$ cat config.mk
export PLATFORM = sky130hd
export DESIGN_NAME = pinch_gesture_classifier
export DESIGN_NICKNAME = d
export VERILOG_FILES = /design/src/rtl/pgc_pkg.sv /design/src/rtl/pinch_gesture_classifier.sv /design/src/rtl/pgc_axis_div.sv
export SDC_FILE = /design/constraint.sdc
export NUM_CORES = 2
export LEC_CHECK = 0
export ABC_AREA = 1
export BUFFER_PORTS_ARGS = -buffer_cell sky130_fd_sc_hd__buf_2
export CORE_MARGIN = 2
export CORE_UTILIZATION = 55
export DETAILED_ROUTE_END_ITERATION = 12
export HOLD_SLACK_MARGIN = 0.08
export PLACE_DENSITY = 0.72
export SYNTH_ARGS = -nofsm -noshare
export SYNTH_HDL_FRONTEND = slang
export SYNTH_SLANG_ARGS = --single-unit
export TNS_END_PERCENT = 1
$ cat constraint.sdc
create_clock -name aclk -period 12.9 [get_ports aclk]
set_input_delay 1.29 -clock aclk [delete_from_list [all_inputs] [get_ports aclk]]
set_output_delay 1.29 -clock aclk [all_outputs]
set_load 0.02 [all_outputs]
$ cat src/rtl/pgc_pkg.sv
package pgc_pkg;

    localparam int FINGER_COUNT = 4;
    localparam int FINGER_W     = 2;
    localparam int MODE_REGS    = 4;
    localparam int COORD_BITS   = 16;
    localparam int DIFF_BITS    = COORD_BITS + 1;
    localparam int RANGE_W      = 12;
    localparam int HOLD_W       = 16;
    localparam int TIME_W       = 32;
    localparam int AXIS_W       = 16;
    localparam int Q_ONE        = 16384;
    localparam int DIV_STEPS    = 14;
    localparam int DIV_CNT_W    = $clog2(DIV_STEPS + 1);
    localparam int CFG_IDX_W    = 3;
    localparam int CFG_DATA_W   = 16;

    localparam logic [CFG_IDX_W-1:0] CFG_MODE_FIRST  = 3'd0;
    localparam logic [CFG_IDX_W-1:0] CFG_MODE_SECOND = 3'd1;
    localparam logic [CFG_IDX_W-1:0] CFG_MODE_THIRD  = 3'd2;
    localparam logic [CFG_IDX_W-1:0] CFG_MODE_FOURTH = 3'd3;
    localparam logic [CFG_IDX_W-1:0] CFG_PINCH_DIST  = 3'd4;
    localparam logic [CFG_IDX_W-1:0] CFG_STICK_RANGE = 3'd5;
    localparam logic [CFG_IDX_W-1:0] CFG_HOLD_DELAY  = 3'd6;

    typedef enum logic [2:0] {
        MODE_NONE   = 3'd0,
        MODE_PINCH  = 3'd1,
        MODE_TIMED  = 3'd2,
        MODE_DOUBLE = 3'd3,
        MODE_STICK  = 3'd4,
        MODE_LOCKED = 3'd5,
        MODE_SWIPE  = 3'd6
    } mode_t;

    typedef struct packed {
        logic                 start;
        logic                 neg;
        logic [DIFF_BITS-1:0] mag;
        logic [RANGE_W-1:0]   range;
    } div_req_t;

    typedef struct packed {
        logic                     done;
        logic signed [AXIS_W-1:0] quot;
    } div_rsp_t;

endpackage

$ cat src/rtl/pinch_gesture_classifier.sv
// Pinch gesture classifier. Each transfer on the input carries one finger's tip, the thumb tip
// and a millisecond time stamp; each produces exactly one result transfer carrying click,
// thumbstick axes (Q1.14, clamped to +-1), stick-held and swipe flags for that finger, chosen
// by the finger's mode register. The pinch test runs on one shared 17x17 multiplier used four
// times (three squared distances and the squared threshold) in states MUL_X, MUL_Y, MUL_Z and
// MUL_T, followed by DECIDE and FINISH; a finger in mode none goes straight to FINISH. In the
// two stick modes, while the stick is active, a shared restoring divider runs once per axis
// between DECIDE and FINISH. The input is not ready while an item is in work; a finished
// result waits in the output register while the next item is taken, and a stalled output
// holds the block before it can take the following one.
module pinch_gesture_classifier
    import pgc_pkg::*;
(
    input  logic                  aclk,
    input  logic                  aresetn,
    input  logic                  cfg_we,
    input  logic [CFG_IDX_W-1:0]  cfg_index,
    input  logic [CFG_DATA_W-1:0] cfg_wdata,
    input  logic                  s_tvalid,
    output logic                  s_tready,
    // thumb_x, thumb_y, thumb_z, tip_x, tip_y, tip_z, time_ms
    input  logic [127:0]          s_tdata,
    // finger_select
    input  logic [FINGER_W-1:0]   s_tuser,
    output logic                  m_tvalid,
    input  logic                  m_tready,
    // click, stick_x, stick_y, stick_held, swipe_up, swipe_down, zero pad
    output logic [39:0]           m_tdata,
    // finger_id
    output logic [FINGER_W-1:0]   m_tuser
);

    typedef enum logic [3:0] {
        ST_IDLE,
        ST_MUL_X,
        ST_MUL_Y,
        ST_MUL_Z,
        ST_MUL_T,
        ST_DECIDE,
        ST_DIVX_GO,
        ST_DIVX_WAIT,
        ST_DIVZ_GO,
        ST_DIVZ_WAIT,
        ST_FINISH
    } state_t;

    logic [2:0]          mode_reg [MODE_REGS];
    logic [RANGE_W-1:0]  pinch_dist_reg;
    logic [RANGE_W-1:0]  stick_range_reg;
    logic [HOLD_W-1:0]   hold_delay_reg;

    always_ff @(posedge aclk) begin
        if (!aresetn) begin
            for (int i = 0; i < MODE_REGS; i++) begin
                mode_reg[i] <= MODE_NONE;
            end
            pinch_dist_reg  <= RANGE_W'(320);
            stick_range_reg <= RANGE_W'(800);
            hold_delay_reg  <= HOLD_W'(500);
        end else if (cfg_we) begin
            case (cfg_index)
                CFG_MODE_FIRST, CFG_MODE_SECOND, CFG_MODE_THIRD, CFG_MODE_FOURTH: begin
                    mode_reg[cfg_index[FINGER_W-1:0]] <= cfg_wdata[2:0];
                end
                CFG_PINCH_DIST:  pinch_dist_reg  <= cfg_wdata[RANGE_W-1:0];
                CFG_STICK_RANGE: stick_range_reg <= cfg_wdata[RANGE_W-1:0];
                CFG_HOLD_DELAY:  hold_delay_reg  <= cfg_wdata[HOLD_W-1:0];
                default: ;
            endcase
        end
    end

    state_t                       state_reg;
    logic [FINGER_W-1:0]          fsel_reg;
    logic [2:0]                   mode_cur_reg;
    logic signed [COORD_BITS-1:0] th_x_reg, th_y_reg, th_z_reg;
    logic signed [COORD_BITS-1:0] tp_x_reg, tp_y_reg, tp_z_reg;
    logic [TIME_W-1:0]            now_reg;

    logic [2*COORD_BITS:0]        prod_reg, prod_next;
    logic [2*COORD_BITS+1:0]      acc_reg;

    logic                         pl_reg    [FINGER_COUNT];
    logic [1:0]                   pc_reg    [FINGER_COUNT];
    logic [TIME_W-1:0]            press_reg [FINGER_COUNT];
    logic [COORD_BITS-1:0]        orx_reg   [FINGER_COUNT];
    logic [COORD_BITS-1:0]        ory_reg   [FINGER_COUNT];
    logic [COORD_BITS-1:0]        orz_reg   [FINGER_COUNT];
    logic                         lock_reg  [FINGER_COUNT];
    logic                         ch_reg    [FINGER_COUNT];

    logic signed [DIFF_BITS-1:0]  ax_x_reg, ax_z_reg;
    logic                         res_click_reg, res_held_reg, res_up_reg, res_down_reg;
    logic signed [AXIS_W-1:0]     res_sx_reg, res_sy_reg;

    logic                         m_tvalid_reg;
    logic [FINGER_W-1:0]          out_finger_reg;
    logic                         out_click_reg, out_held_reg, out_up_reg, out_down_reg;
    logic signed [AXIS_W-1:0]     out_sx_reg, out_sy_reg;

    // shared multiplier
    logic signed [DIFF_BITS-1:0]   mul_a, mul_b;
    logic signed [2*DIFF_BITS-1:0] mul_p;

    always_comb begin
        case (state_reg)
            ST_MUL_X: mul_a = {th_x_reg[COORD_BITS-1], th_x_reg} - {tp_x_reg[COORD_BITS-1], tp_x_reg};
            ST_MUL_Y: mul_a = {th_y_reg[COORD_BITS-1], th_y_reg} - {tp_y_reg[COORD_BITS-1], tp_y_reg};
            ST_MUL_Z: mul_a = {th_z_reg[COORD_BITS-1], th_z_reg} - {tp_z_reg[COORD_BITS-1], tp_z_reg};
            ST_MUL_T: mul_a = signed'(DIFF_BITS'(pinch_dist_reg));
            default:  mul_a = '0;
        endcase
        mul_b     = mul_a;
        mul_p     = mul_a * mul_b;
        prod_next = mul_p[2*COORD_BITS:0];
    end

    always_ff @(posedge aclk) begin
        prod_reg <= prod_next;
    end

    // per-finger decision
    logic [RANGE_W-1:0]           range_eff;
    logic                         pinch, newpress;
    logic [COORD_BITS-1:0]        org_x, org_y, org_z;
    logic [TIME_W-1:0]            press_eff;
    logic [1:0]                   cnt_a, cnt_n;
    logic                         ch_n, lock_n, click_n, held_n, up_n, down_n;
    logic signed [DIFF_BITS-1:0]  ox, oy, oz;
    logic signed [DIFF_BITS+2:0]  oy4, r3;
    logic                         timed_hit;

    always_comb begin
        range_eff = (stick_range_reg == '0) ? RANGE_W'(1) : stick_range_reg;
        pinch     = acc_reg < {1'b0, prod_reg};
        newpress  = !pl_reg[fsel_reg] && pinch;
        org_x     = newpress ? tp_x_reg : orx_reg[fsel_reg];
        org_y     = newpress ? tp_y_reg : ory_reg[fsel_reg];
        org_z     = newpress ? tp_z_reg : orz_reg[fsel_reg];
        press_eff = newpress ? now_reg : press_reg[fsel_reg];
        cnt_a     = (newpress && pc_reg[fsel_reg] < 2'd2) ? 2'(pc_reg[fsel_reg] + 2'd1)
                                                          : pc_reg[fsel_reg];
        ox = {org_x[COORD_BITS-1], org_x} - {tp_x_reg[COORD_BITS-1], tp_x_reg};
        oy = {org_y[COORD_BITS-1], org_y} - {tp_y_reg[COORD_BITS-1], tp_y_reg};
        oz = {org_z[COORD_BITS-1], org_z} - {tp_z_reg[COORD_BITS-1], tp_z_reg};
        oy4 = {oy[DIFF_BITS-1], oy, 2'b00};
        r3  = signed'((DIFF_BITS+3)'(range_eff) + (DIFF_BITS+3)'({range_eff, 1'b0}));
        timed_hit = ({1'b0, press_eff} + (TIME_W+1)'(hold_delay_reg)) < {1'b0, now_reg};

        cnt_n   = cnt_a;
        ch_n    = ch_reg[fsel_reg];
        lock_n  = lock_reg[fsel_reg];
        click_n = 1'b0;
        held_n  = 1'b0;
        up_n    = 1'b0;
        down_n  = 1'b0;
        case (mode_cur_reg)
            MODE_PINCH: begin
                ch_n    = pinch;
                click_n = ch_n;
            end
            MODE_TIMED: begin
                if (!pinch) begin
                    ch_n = 1'b0;
                end else if (timed_hit) begin
                    ch_n = 1'b1;
                end
                click_n = ch_n;
            end
            MODE_DOUBLE: begin
                if (!pinch) begin
                    ch_n = 1'b0;
                end else if (cnt_a >= 2'd2) begin
                    ch_n  = 1'b1;
                    cnt_n = 2'd0;
                end
                click_n = ch_n;
            end
            MODE_STICK: begin
                held_n = pinch;
            end
            MODE_LOCKED: begin
                if (pinch && cnt_a >= 2'd2) begin
                    lock_n = !lock_n;
                    cnt_n  = 2'd0;
                end
                held_n = lock_n;
            end
            MODE_SWIPE: begin
                ch_n    = pinch;
                click_n = ch_n;
                up_n    = pinch && (oy4 > r3);
                down_n  = pinch && (oy4 < -r3);
            end
            default: ;
        endcase
    end

    div_req_t div_req;
    div_rsp_t div_rsp;

    always_comb begin
        div_req.start = (state_reg == ST_DIVX_GO) || (state_reg == ST_DIVZ_GO);
        div_req.neg   = (state_reg == ST_DIVZ_GO) ? ax_z_reg[DIFF_BITS-1] : ax_x_reg[DIFF_BITS-1];
        if (state_reg == ST_DIVZ_GO) begin
            div_req.mag = ax_z_reg[DIFF_BITS-1] ? DIFF_BITS'(-ax_z_reg) : DIFF_BITS'(ax_z_reg);
        end else begin
            div_req.mag = ax_x_reg[DIFF_BITS-1] ? DIFF_BITS'(-ax_x_reg) : DIFF_BITS'(ax_x_reg);
        end
        div_req.range = range_eff;
    end

    pgc_axis_div u_axis_div (
        .aclk    (aclk),
        .aresetn (aresetn),
        .req     (div_req),
        .rsp     (div_rsp)
    );

    assign s_tready = (state_reg == ST_IDLE);

    logic out_load;

    assign out_load = (state_reg == ST_FINISH) && (!m_tvalid_reg || m_tready);

    always_ff @(posedge aclk) begin
        if (!aresetn) begin
            state_reg    <= ST_IDLE;
            m_tvalid_reg <= 1'b0;
            for (int i = 0; i < FINGER_COUNT; i++) begin
                pl_reg[i]    <= 1'b0;
                pc_reg[i]    <= 2'd0;
                press_reg[i] <= '0;
                orx_reg[i]   <= '0;
                ory_reg[i]   <= '0;
                orz_reg[i]   <= '0;
                lock_reg[i]  <= 1'b0;
                ch_reg[i]    <= 1'b0;
            end
        end else begin
            if (out_load) begin
                m_tvalid_reg <= 1'b1;
            end else if (m_tready) begin
                m_tvalid_reg <= 1'b0;
            end
            case (state_reg)
                ST_IDLE: begin
                    if (s_tvalid) begin
                        fsel_reg     <= s_tuser;
                        mode_cur_reg <= mode_reg[s_tuser];
                        th_x_reg     <= s_tdata[15:0];
                        th_y_reg     <= s_tdata[31:16];
                        th_z_reg     <= s_tdata[47:32];
                        tp_x_reg     <= s_tdata[63:48];
                        tp_y_reg     <= s_tdata[79:64];
                        tp_z_reg     <= s_tdata[95:80];
                        now_reg      <= s_tdata[127:96];
                        res_click_reg <= 1'b0;
                        res_held_reg  <= 1'b0;
                        res_up_reg    <= 1'b0;
                        res_down_reg  <= 1'b0;
                        res_sx_reg    <= '0;
                        res_sy_reg    <= '0;
                        if (mode_reg[s_tuser] inside {[MODE_PINCH:MODE_SWIPE]}) begin
                            state_reg <= ST_MUL_X;
                        end else begin
                            state_reg <= ST_FINISH;
                        end
                    end
                end
                ST_MUL_X: state_reg <= ST_MUL_Y;
                ST_MUL_Y: begin
                    acc_reg   <= {1'b0, prod_reg};
                    state_reg <= ST_MUL_Z;
                end
                ST_MUL_Z: begin
                    acc_reg   <= acc_reg + {1'b0, prod_reg};
                    state_reg <= ST_MUL_T;
                end
                ST_MUL_T: begin
                    acc_reg   <= acc_reg + {1'b0, prod_reg};
                    state_reg <= ST_DECIDE;
                end
                ST_DECIDE: begin
                    if (newpress) begin
                        orx_reg[fsel_reg]   <= tp_x_reg;
                        ory_reg[fsel_reg]   <= tp_y_reg;
                        orz_reg[fsel_reg]   <= tp_z_reg;
                        press_reg[fsel_reg] <= now_reg;
                    end
                    pl_reg[fsel_reg]   <= pinch;
                    pc_reg[fsel_reg]   <= cnt_n;
                    ch_reg[fsel_reg]   <= ch_n;
                    lock_reg[fsel_reg] <= lock_n;
                    res_click_reg <= click_n;
                    res_held_reg  <= held_n;
                    res_up_reg    <= up_n;
                    res_down_reg  <= down_n;
                    ax_x_reg      <= ox;
                    ax_z_reg      <= oz;
                    state_reg     <= held_n ? ST_DIVX_GO : ST_FINISH;
                end
                ST_DIVX_GO: state_reg <= ST_DIVX_WAIT;
                ST_DIVX_WAIT: begin
                    if (div_rsp.done) begin
                        res_sx_reg <= div_rsp.quot;
                        state_reg  <= ST_DIVZ_GO;
                    end
                end
                ST_DIVZ_GO: state_reg <= ST_DIVZ_WAIT;
                ST_DIVZ_WAIT: begin
                    if (div_rsp.done) begin
                        res_sy_reg <= div_rsp.quot;
                        state_reg  <= ST_FINISH;
                    end
                end
                ST_FINISH: begin
                    if (out_load) begin
                        out_finger_reg <= fsel_reg;
                        out_click_reg  <= res_click_reg;
                        out_sx_reg     <= res_sx_reg;
                        out_sy_reg     <= res_sy_reg;
                        out_held_reg   <= res_held_reg;
                        out_up_reg     <= res_up_reg;
                        out_down_reg   <= res_down_reg;
                        state_reg      <= ST_IDLE;
                    end
                end
                default: state_reg <= ST_IDLE;
            endcase
        end
    end

    assign m_tvalid = m_tvalid_reg;
    assign m_tuser  = out_finger_reg;
    assign m_tdata  = {4'b0000, out_down_reg, out_up_reg, out_held_reg,
                       out_sy_reg, out_sx_reg, out_click_reg};

endmodule

$ cat src/rtl/pgc_axis_div.sv
module pgc_axis_div
    import pgc_pkg::*;
(
    input  logic     aclk,
    input  logic     aresetn,
    input  div_req_t req,
    output div_rsp_t rsp
);

    typedef enum logic {
        DIV_IDLE,
        DIV_RUN
    } div_state_t;

    localparam logic [AXIS_W-2:0] Q_FULL = (AXIS_W-1)'(Q_ONE);

    div_state_t           state_reg;
    logic [DIV_CNT_W-1:0] cnt_reg;
    logic [RANGE_W-1:0]   rem_reg;
    logic [RANGE_W-1:0]   range_reg;
    logic [AXIS_W-2:0]    quo_reg;
    logic                 neg_reg;
    logic                 done_reg;

    logic [RANGE_W:0]     rem_sh;
    logic                 fits;

    assign rem_sh = {rem_reg, 1'b0};
    assign fits   = rem_sh >= {1'b0, range_reg};

    always_ff @(posedge aclk) begin
        if (!aresetn) begin
            state_reg <= DIV_IDLE;
            done_reg  <= 1'b0;
            cnt_reg   <= '0;
        end else begin
            done_reg <= 1'b0;
            case (state_reg)
                DIV_IDLE: begin
                    if (req.start) begin
                        neg_reg   <= req.neg;
                        range_reg <= req.range;
                        if (req.mag >= DIFF_BITS'(req.range)) begin
                            quo_reg  <= Q_FULL;
                            done_reg <= 1'b1;
                        end else begin
                            quo_reg   <= '0;
                            rem_reg   <= req.mag[RANGE_W-1:0];
                            cnt_reg   <= DIV_CNT_W'(DIV_STEPS);
                            state_reg <= DIV_RUN;
                        end
                    end
                end
                DIV_RUN: begin
                    if (fits) begin
                        rem_reg <= RANGE_W'(rem_sh - {1'b0, range_reg});
                    end else begin
                        rem_reg <= rem_sh[RANGE_W-1:0];
                    end
                    quo_reg <= {quo_reg[AXIS_W-3:0], fits};
                    cnt_reg <= cnt_reg - DIV_CNT_W'(1);
                    if (cnt_reg == DIV_CNT_W'(1)) begin
                        done_reg  <= 1'b1;
                        state_reg <= DIV_IDLE;
                    end
                end
                default: begin
                    state_reg <= DIV_IDLE;
                end
            endcase
        end
    end

    assign rsp.done = done_reg;
    assign rsp.quot = neg_reg ? -signed'({1'b0, quo_reg}) : signed'({1'b0, quo_reg});

endmodule

==> results list <==
- The worst setup path is launched from a flip-flop.
- The tool flagged a number of max-cap violations equal to 0.
* Cell with the biggest individual delay on the critical path: sky130_fd_sc_hd__fa_1
- Clk_lat worst skew: 0.68 ns
- The average instance in the mapped netlist occupies 9.18 um^2.
* FF+latch count, synth: 752
- Static timing analysis puts the maximum clock frequency at 112 MHz.
- M2 GR Usage: 44.4%
* Proportion of synthesized chip area in sequential cells: 42.2%
* Crit end category: flip-flop
* Actual transition at the worst max-transition pin: 1.28 ns
- Number of enable flip-flop cells after synthesis: 658
- Across all register-to-register paths, the minimum setup slack is 3.96 ns.
- The number of hold buffers added after CTS was 0.
* Number of placed I/O pins: 198
- Slowest cell delay on critical path: 0.64 ns
- The worst path needs 8.94 ns of the cycle, external delays included.
* Buffer cell driving the clock tree root: sky130_fd_sc_hd__clkbuf_16
- HPWL after detailed placement: 100 mm
- On the critical path the largest part of the delay comes from adder cells.
- Cell Rows: 111
- Final count of pins violating max slew: 0
- First-pass DRT Iterations: 7
- Of the cells placed in the final design, the portion with a size suffix greater than 1 is 7.99%.
- Part of the cycle the worst path needs: 69.3%
- Top FF cell, synth: sky130_fd_sc_hd__edfxtp_1
* Part of the total power dissipated in sequential elements: 24.7%
* Count of buffers added by post-CTS timing repair for setup: 0
- Biggest fanout along the worst timing path: 10
- Proportion of power drawn by the clock network: 18.6%
- IR analysis of the VDD net gives a maximum drop of 0.225 mV.
- The die is 309 um tall.
- Int Pwr: 6.88 mW
- Post-DR wirelength/cell: 19.7 um
- CTS sink count: 752
- After the first detailed-routing iteration, the DRC count stood at 4025.
- Yosys instantiated no cell more often than sky130_fd_sc_hd__inv_1.
- For this run, design rule violations remaining after detail routing come to 0.
- Number of buffer and inverter instances along the worst setup path: 7
* First-pass GRT wire length: 214 mm
* RSZ-0062 raised after global routing: no
- The worst setup path is of the flip-flop to flip-flop kind.
- Largest area contributor in the synthesized netlist: sky130_fd_sc_hd__edfxtp_1
- The Yosys step of the flow raised 0 warnings.
- Number of antenna violations at the first check in global routing: 13
- STA puts the critical path data arrival time at 9.48 ns.
* Setup violation total in the final timing report: 0
* CTS tree: yes
- Power density cells: 229 nW/um^2
- Met3 routing resource usage after global routing: 6.37%
* Level count of the clock H-tree: 3
* Clock Skew: 0.0388 ns
- Post-DR vias/cell: 5.66
* Combinational power share: 56.7%
* Number of buffers inserted during clock tree synthesis: 83
- For the final routed database, the setup TNS stands at 0 ns.
- From left edge to right edge, the die measures 309 um.
* Total placed cells including tap cells: 6871
- Number of distinct library cell variants in the gate-level netlist after synthesis: 69
- Resized cells post-CTS: 0
- GR Util met1: 41.2%
- Post-Synthesis Cells: 5581
* Number of cells in the finished layout apart from fillers: 7032
- In the post-route analysis, the smallest setup slack over all paths is 3.96 ns.
- Async set or reset register ratio after synthesis: 0%
- Top cells by area, synth: sky130_fd_sc_hd__edfxtp_1, sky130_fd_sc_hd__fa_1, sky130_fd_sc_hd__ha_1
- Total via count after detailed routing: 39783
- Die area: 95600 um^2
* Overall global routing resource usage: 29.2%
* Quantity of I/O buffers inserted on ports: 193
- The clock passes through at most 3 buffers.
* Gp weighted congestion: 0.966
- Post-synth top area share: 38.6%
* Initial Util: 55.7%
- From synthesis to final layout, the design area changed by 9.38%.
- Placeable core region: 91900 um^2
- Clock-pin slew was measured on the worst setup and hold paths at 0.07 ns.
- In this run the worst hold path is classified as flip-flop to flip-flop.
* Post-synth top cells: sky130_fd_sc_hd__inv_1, sky130_fd_sc_hd__nand2_1, sky130_fd_sc_hd__edfxtp_1
- The number of global-route vias before repair was 38290.
- Switching Power: 5.97 mW
* Max FFs per register: 128
- Post-Place Worst Slack: 4.15 ns
- Final hold violations: 0
* Status: completed
- Post-synth design cell area: 51200 um^2
* Relative slew margins: 14.6%
- Net switching fraction of the power: 46.5%
* GRT Residual Overflow: 0
* Post-detailed-routing wire length: 139 mm
* Antenna-violating nets left: 0
* Largest net degree at the start of global routing: 139
* CP required: 13.44 ns
- Leakage power of the design: 25.1 nW
- In this run the most used layer during global routing was met2.
* Nets: 6507
-- worst paths after layout --
path,from,to,cells after the start
hold reg to reg,res_sx_reg[14]$_SDFFCE_PN0P_,out_sx_reg[14]$_DFFE_PP_,0
setup / recovery,tp_x_reg[0]$_DFFE_PP_,prod_reg[32]$_DFF_P_,36
setup reg to reg,tp_x_reg[0]$_DFFE_PP_,prod_reg[32]$_DFF_P_,36
hold / removal,res_sx_reg[14]$_SDFFCE_PN0P_,out_sx_reg[14]$_DFFE_PP_,0
-- per-layer routing --
| layer | up-vias | wire length [um] |
|---|---|---|
| li1 | 18829 | - |
| met2 | 1807 | 60800 |
| met5 | - | 20 |
| met4 | 2 | 4760 |
| met1 | 18892 | 58700 |
| met3 | 253 | 14400 |
-- stage by stage --
step / hold WS, ns / utilization [%] / total power [mW] / area [um^2]
floorplan: 0.400 / - / 8.43 / 51200
global placement: 0.404 / 58.0 / 10.2 / 53300
detailed placement: 0.405 / 58.0 / 10.4 / 53300
CTS: 0.417 / 60.9 / 12.8 / 56000
global route: 0.424 / 60.9 / 13.9 / 56000
finish: 0.415 / 60.9 / 12.8 / 56000
-- power groups by stage --
stage / registers [mW] / logic [mW] / clock network [mW]
2_1_floorplan: 3.17 / 5.26 / 0
3_3_place_gp: 3.21 / 6.98 / 0
3_5_place_dp: 3.22 / 7.14 / 0
4_1_cts: 3.17 / 7.20 / 2.42
5_1_grt: 3.19 / 8.21 / 2.51
6_report: 3.17 / 7.29 / 2.39
-- cells in the final DEF (no fill, tap or decap), types with 17 or more instances in the layout --
master / instances
sky130_fd_sc_hd__inv_2: 19
sky130_fd_sc_hd__buf_4: 40
sky130_fd_sc_hd__a31oi_1: 17
sky130_fd_sc_hd__fa_1: 274
sky130_fd_sc_hd__o21ai_0: 410
sky130_fd_sc_hd__o22ai_1: 86
sky130_fd_sc_hd__xor2_1: 132
sky130_fd_sc_hd__nand2_1: 766
sky130_fd_sc_hd__clkinv_1: 21
sky130_fd_sc_hd__a21oi_1: 315
sky130_fd_sc_hd__ha_1: 366
sky130_fd_sc_hd__nand3_1: 128
sky130_fd_sc_hd__nor2_1: 636
sky130_fd_sc_hd__nand4_1: 46
sky130_fd_sc_hd__clkbuf_16: 85
sky130_fd_sc_hd__xnor2_1: 45
sky130_fd_sc_hd__nor3_1: 230
sky130_fd_sc_hd__buf_2: 193
sky130_fd_sc_hd__edfxtp_1: 658
sky130_fd_sc_hd__o211ai_1: 27
sky130_fd_sc_hd__dfxtp_1: 92
sky130_fd_sc_hd__inv_1: 900
sky130_fd_sc_hd__o21ai_1: 21
-- kinds of logic after synthesis --
group	Yosys count	share of synthesized area, %
AOI/OAI and AO/OA	983	10.7
xor gates and xnor gates	177	3.03
adders and majority gates	640	19.6
buffers and inverters	1120	8.49
DFF	752	42.2
other	1	0.00732
and+or+nand+nor	1908	15.9
-- final cells by class --
| class | count | area (um^2) |
|---|---|---|
| Inverter | 931 | 3500 |
| Antenna cell | 8 | 20.0 |
| Fill cell | 7925 | 35900 |
| Clock buffer | 102 | 2210 |
| Multi-Input combinational cell | 3712 | 25300 |
| Tap cell | 1243 | 1560 |
| Clock inverter | 51 | 518 |
| Timing Repair Buffer | 233 | 1270 |
| Sequential cell | 752 | 21600 |
No activity file was read; power rests on OpenSTA's default activity.
